File: src/fpa_pkg.sv
`timescale 1ns / 1ps

package fpa_pkg;

  localparam int WORD_W            = 32;
  localparam int OP_W              = 4;
  localparam int FPA_FRAC_BITS_DEF = 8;

  localparam logic [OP_W-1:0] OP_ADD     = 4'd0;
  localparam logic [OP_W-1:0] OP_SUB     = 4'd1;
  localparam logic [OP_W-1:0] OP_MUL     = 4'd2;
  localparam logic [OP_W-1:0] OP_DIV     = 4'd3;
  localparam logic [OP_W-1:0] OP_GT      = 4'd4;
  localparam logic [OP_W-1:0] OP_GE      = 4'd5;
  localparam logic [OP_W-1:0] OP_LT      = 4'd6;
  localparam logic [OP_W-1:0] OP_LE      = 4'd7;
  localparam logic [OP_W-1:0] OP_EQ      = 4'd8;
  localparam logic [OP_W-1:0] OP_NE      = 4'd9;
  localparam logic [OP_W-1:0] OP_MIN     = 4'd10;
  localparam logic [OP_W-1:0] OP_MAX     = 4'd11;
  localparam logic [OP_W-1:0] OP_INC     = 4'd12;
  localparam logic [OP_W-1:0] OP_DEC     = 4'd13;
  localparam logic [OP_W-1:0] OP_TOINT   = 4'd14;
  localparam logic [OP_W-1:0] OP_FROMINT = 4'd15;

  typedef struct packed {
    logic [WORD_W-1:0] word;
    logic              cmp;
  } arith_res_t;

  typedef struct packed {
    logic [WORD_W-1:0] quotient;
    logic              dz;
  } div_res_t;

endpackage

File: src/fpa_arith.sv
`timescale 1ns / 1ps

module fpa_arith import fpa_pkg::*; #(
  parameter int FRAC_BITS = FPA_FRAC_BITS_DEF
) (
  input  logic                     clk,
  input  logic                     en,
  input  logic [OP_W-1:0]          op,
  input  logic signed [WORD_W-1:0] a,
  input  logic signed [WORD_W-1:0] b,
  output arith_res_t               res
);

  logic signed [2*WORD_W-1:0] prod;
  logic [OP_W-1:0]            op1;
  arith_res_t                 misc1;
  arith_res_t                 misc_next;

  always_comb begin
    misc_next = '0;
    case (op)
      OP_ADD:     misc_next.word = a + b;
      OP_SUB:     misc_next.word = a - b;
      OP_GT:      misc_next.cmp  = (a > b);
      OP_GE:      misc_next.cmp  = (a >= b);
      OP_LT:      misc_next.cmp  = (a < b);
      OP_LE:      misc_next.cmp  = (a <= b);
      OP_EQ:      misc_next.cmp  = (a == b);
      OP_NE:      misc_next.cmp  = (a != b);
      OP_MIN:     misc_next.word = (a < b) ? a : b;
      OP_MAX:     misc_next.word = (a > b) ? a : b;
      OP_INC:     misc_next.word = a + WORD_W'(1);
      OP_DEC:     misc_next.word = a - WORD_W'(1);
      OP_TOINT:   misc_next.word = WORD_W'(a >>> FRAC_BITS);
      OP_FROMINT: misc_next.word = WORD_W'(a << FRAC_BITS);
      default:    misc_next = '0;
    endcase
  end

  // stage 1: full product and the simple ops
  always_ff @(posedge clk) begin
    if (en) begin
      prod  <= a * b;
      op1   <= op;
      misc1 <= misc_next;
    end
  end

  // stage 2: scale the product back to the fixed-point grid
  always_ff @(posedge clk) begin
    if (en) begin
      if (op1 == OP_MUL) begin
        res.word <= prod[FRAC_BITS+WORD_W-1:FRAC_BITS];
        res.cmp  <= 1'b0;
      end else begin
        res <= misc1;
      end
    end
  end

endmodule

File: config.mk
export PLATFORM = sky130hd
export DESIGN_NAME = fpa_arith
export DESIGN_NICKNAME = d
export VERILOG_FILES = /design/src/fpa_pkg.sv /design/src/fpa_arith.sv
export SDC_FILE = /design/constraint.sdc
export NUM_CORES = 2
export LEC_CHECK = 0
export CAP_MARGIN = 40
export CORE_MARGIN = 4
export CORE_UTILIZATION = 40
export DETAILED_ROUTE_END_ITERATION = 7
export DONT_BUFFER_PORTS = 1
export HOLD_SLACK_MARGIN = 0.15
export PLACE_DENSITY = 0.55
export SYNTH_ARGS = -nofsm -noshare
export SYNTH_HDL_FRONTEND = slang
export SYNTH_SLANG_ARGS = --single-unit
File: constraint.sdc
create_clock -name clk -period 8.1 [get_ports clk]
set_input_delay 0.81 -clock clk [delete_from_list [all_inputs] [get_ports clk]]
set_output_delay 0.81 -clock clk [all_outputs]
set_load 0.02 [all_outputs]
==> Flow_metrics.wiki <==
{| class="wikitable"
! Metric !! Value
|-
| Most used standard cells in the synthesized netlist || inv_1 (699), fa_1 (644), and2_1 (382), nand2_1 (373), ha_1 (238)
|-
| Detailed-route DRC error count || 0
|-
| Synth top area cells || fa_1 (40%), edfxtp_1 (9.6%), ha_1 (9.3%), inv_1 (8.2%), and2_1 (7.5%)
|-
| Start-to-end type of the worst setup path || primary input to flop
|-
| Count of cell types in the netlist || 69
|-
| Gates resized, CTS repair || 0
|-
| Worst path cell trace || and2_1, fa_1, fa_1, fa_1, inv_1, fa_1, inv_1, fa_1, inv_1, fa_1, inv_1, fa_1, fa_1, ha_1, a21oi_1, o21bai_1, a21oi_1, o21ai_0, o21ai_0, buf_4, o31ai_1, buf_4, a21oi_1, a211o_1
|-
| Crit start category || primary input
|-
| Clock insertion delay at the later pin of the skew report || 0.41 ns
|-
| Worst path slowest cell || fa_1
|-
| Number of H-tree levels || 3
|-
| Fraction of layout instances using a drive strength above 1 || 0.0281
|-
| Critical path fanouts, max || 32
|-
| Async set-or-reset flop fraction in the synthesized netlist || 0
|-
| Setup TNS || 0 ns
|-
| Fin crit period || 7.17 ns
|-
| Overall Global Routing Usage || 0.248
|-
| Hold Startpoint || op[0]
|-
| Floorplan core area || 0.0791 mm2
|-
| Launching element of the worst setup path || a[13]
|-
| Total die area || 0.0845 mm2
|-
| Most prevalent standard cell on the critical path || fa_1
|-
| Number of placement rows || 103
|-
| Leading area contributor after synthesis || fa_1
|-
| Headroom to the max-slew limit || 0.369
|-
| Startpoint of the lowest-slack register-to-register path || op1[0]$_DFFE_PP_
|-
| Number of setup buffers added after CTS || 0
|-
| Synthesized instance count || 3510
|-
| Post-synth top flop || edfxtp_1
|-
| Syn_area_per_cell || 9.11 um2
|-
| Critical path capture point type || flop
|-
| Nets in the synthesized netlist || 4462
|-
| Terminating pin of the worst hold path || op1[0]$_DFFE_PP_
|-
| Initial antenna violation count || 5
|-
| Number of buffers created by CTS || 9
|-
| Setup Skew || 0.0219 ns
|-
| Maximum single-stage delay on the critical path || 0.56 ns
|-
| Total Nets Final || 4297
|-
| Number of nets with antenna violations after routing || 0
|-
| Clock-pin slew reported for the worst setup and hold paths after clock tree synthesis || 0.11 ns
|-
| Max Clock Freq || 0.139 GHz
|-
| First drt pass iteration count || 8
|-
| Final weighted congestion in routability-driven placement || 0.922
|-
| Min-Delay Path Depth || 0
|-
| Final setup violation count || 0
|-
| I/O pin count || 103
|-
| Area Growth Syn to Fin || 3.31%
|-
| Wire length of the first global-routing pass || 160 mm
|-
| Data arrival, critical path || 7.36 ns
|-
| Vias in the first global route || 25200
|-
| Die Y || 291 um
|-
| I/O Buffers || 0
|-
| Count of flip-flops with a built-in enable after synthesis || 102
|-
| CTS Root Buffer Type || clkbuf_16
|-
| Largest net degree at the start of global routing || 103
|-
| Post-synthesis sequential area ratio || 0.0958
|-
| Count of synthesis-stage warnings from yosys || 0
|-
| TritonCTS clock tree || built
|-
| Minimum setup slack in the final design || 0.927 ns
|-
| Setup repair after global routing missed its margin || no
|-
| Logic depth of the worst register-to-register path || 3
|-
| Routed wire length || 102 mm
|-
| Class of the worst hold path || primary input to flop
|-
| Area share of the leading cell type in the synthesized netlist || 0.403
|-
| Initial standard-cell utilization of the core || 0.404
|-
| Final-report hold violation count || 0
|-
| Syn Std Cell Area || 0.0320 mm2
|-
| Max-capacitance violation count || 0
|-
| Reg-to-reg setup timing slack || 6.25 ns
|-
| Run status || completed
|-
| Endpoint required time on the critical path || 8.29 ns
|-
| Post-route fraction of the period consumed by the critical path || 0.885
|-
| Clock Tree Buf Depth || 2
|-
| Pins over their slew limit || 0
|-
| Most frequent cell after synthesis || inv_1
|-
| Count of vias placed by the detailed router || 23800
|-
| Starting DRT DRC Count || 1838
|-
| Wire length per cell || 23.2 um
|-
| HPWL after detailed placement || 77.8 mm
|-
| Remaining global-route overflow || 0
|-
| Slew at the pin with the worst max-slew slack || 0.938 ns
|-
| Number of buffers inserted by hold repair at cts || 0
|-
| Clock Sink Count || 102
|-
| Detail-routed via count per cell || 5.41
|-
| Post-synthesis register bit count || 102
|-
| Die Span X || 291 um
|-
| DP Worst Slack || 0.470 ns
|-
| Worst reg2reg endpoint || res[11]$_DFFE_PP_
|}
-- sequential cells by signal, summed over array words and instances, names as in the netlist --
signal  flops
misc1      33
res        33
prod       32
op1         4
-- cell families after synthesis --
kind of cell,Yosys count,synth area share
multiplexers,43,0.0148
AND/OR/NAND/NOR,1050,0.166
AO/OA/AOI/OAI,382,0.0807
flip-flops,102,0.0958
adder cells (fa/ha/maj),882,0.496
XOR/XNOR,148,0.0405
buffers and inverters,903,0.106
-- critical path, delay by kind of cell --
kind	cells	cell delay (ns)
compound gates	8	1.44
fa+ha+maj	9	4.29
buf+inv	6	0.62
simple gates	1	0.17
-- worst max-delay path by stage --
stage	end	slack (ns)	depth (start not counted)
global route	prod[34]$_DFFE_PP_	0.54	25
finish	prod[34]$_DFFE_PP_	0.93	24
floorplan	prod[34]$_DFFE_PP_	0.29	26
detailed placement	prod[34]$_DFFE_PP_	0.47	24
CTS	prod[34]$_DFFE_PP_	0.91	24
global placement	prod[39]$_DFFE_PP_	0.48	25
-- through the flow --
step           cells  cell area [um2]  utilization  hold WS [ns]
3_3_place_gp    4383            32700        0.414         0.523
4_1_cts         4400            33000        0.417         0.465
5_1_grt         4400            33000        0.417         0.473
6_report        4404            33000        0.417         0.487
3_5_place_dp    4384            32700        0.414         0.533
2_1_floorplan   3510            32000            -         0.509
-- placed cells by master (no fill, tap or decap), types with 13 or more instances in the layout --
cell and instances:
xor2_1 39, fa_1 644, edfxtp_1 102, nor3_1 27
nor2_1 127, a222oi_1 14, a31oi_1 14, and2_1 382
a21o_1 38, mux2_2 34, nand2b_1 22, nand3_1 31
ha_1 238, nand4_1 21, a211oi_1 18, a221oi_1 13
inv_1 699, a21oi_1 103, o21ai_0 72, a221o_1 16
nand2_1 373, xnor2_1 109, nor2b_1 13, buf_4 25
-- area by class of cell --
cell class / count / area (um2)
fill: 7974 / 46100
inverter: 702 / 2640
multi-input combinational: 2505 / 25500
timing repair buffer: 25 / 188
sequential: 102 / 3060
antenna: 4 / 10.0
clock inverter: 6 / 62.6
tap: 1050 / 1310
clock buffer: 10 / 229
-- routing by layer --
metal / wire length [um] / up-vias / global-route usage
met5: 34 / - / 0
met4: 4110 / 6 / 0.0894
met3: 7500 / 160 / 0.0448
met2: 48900 / 844 / 0.409
met1: 41800 / 12300 / 0.328
li1: - / 10500 / -
Power is left out: the tool's default activity adds up to more than one toggle a clock period on the data nets, which glitch-free logic cannot reach.
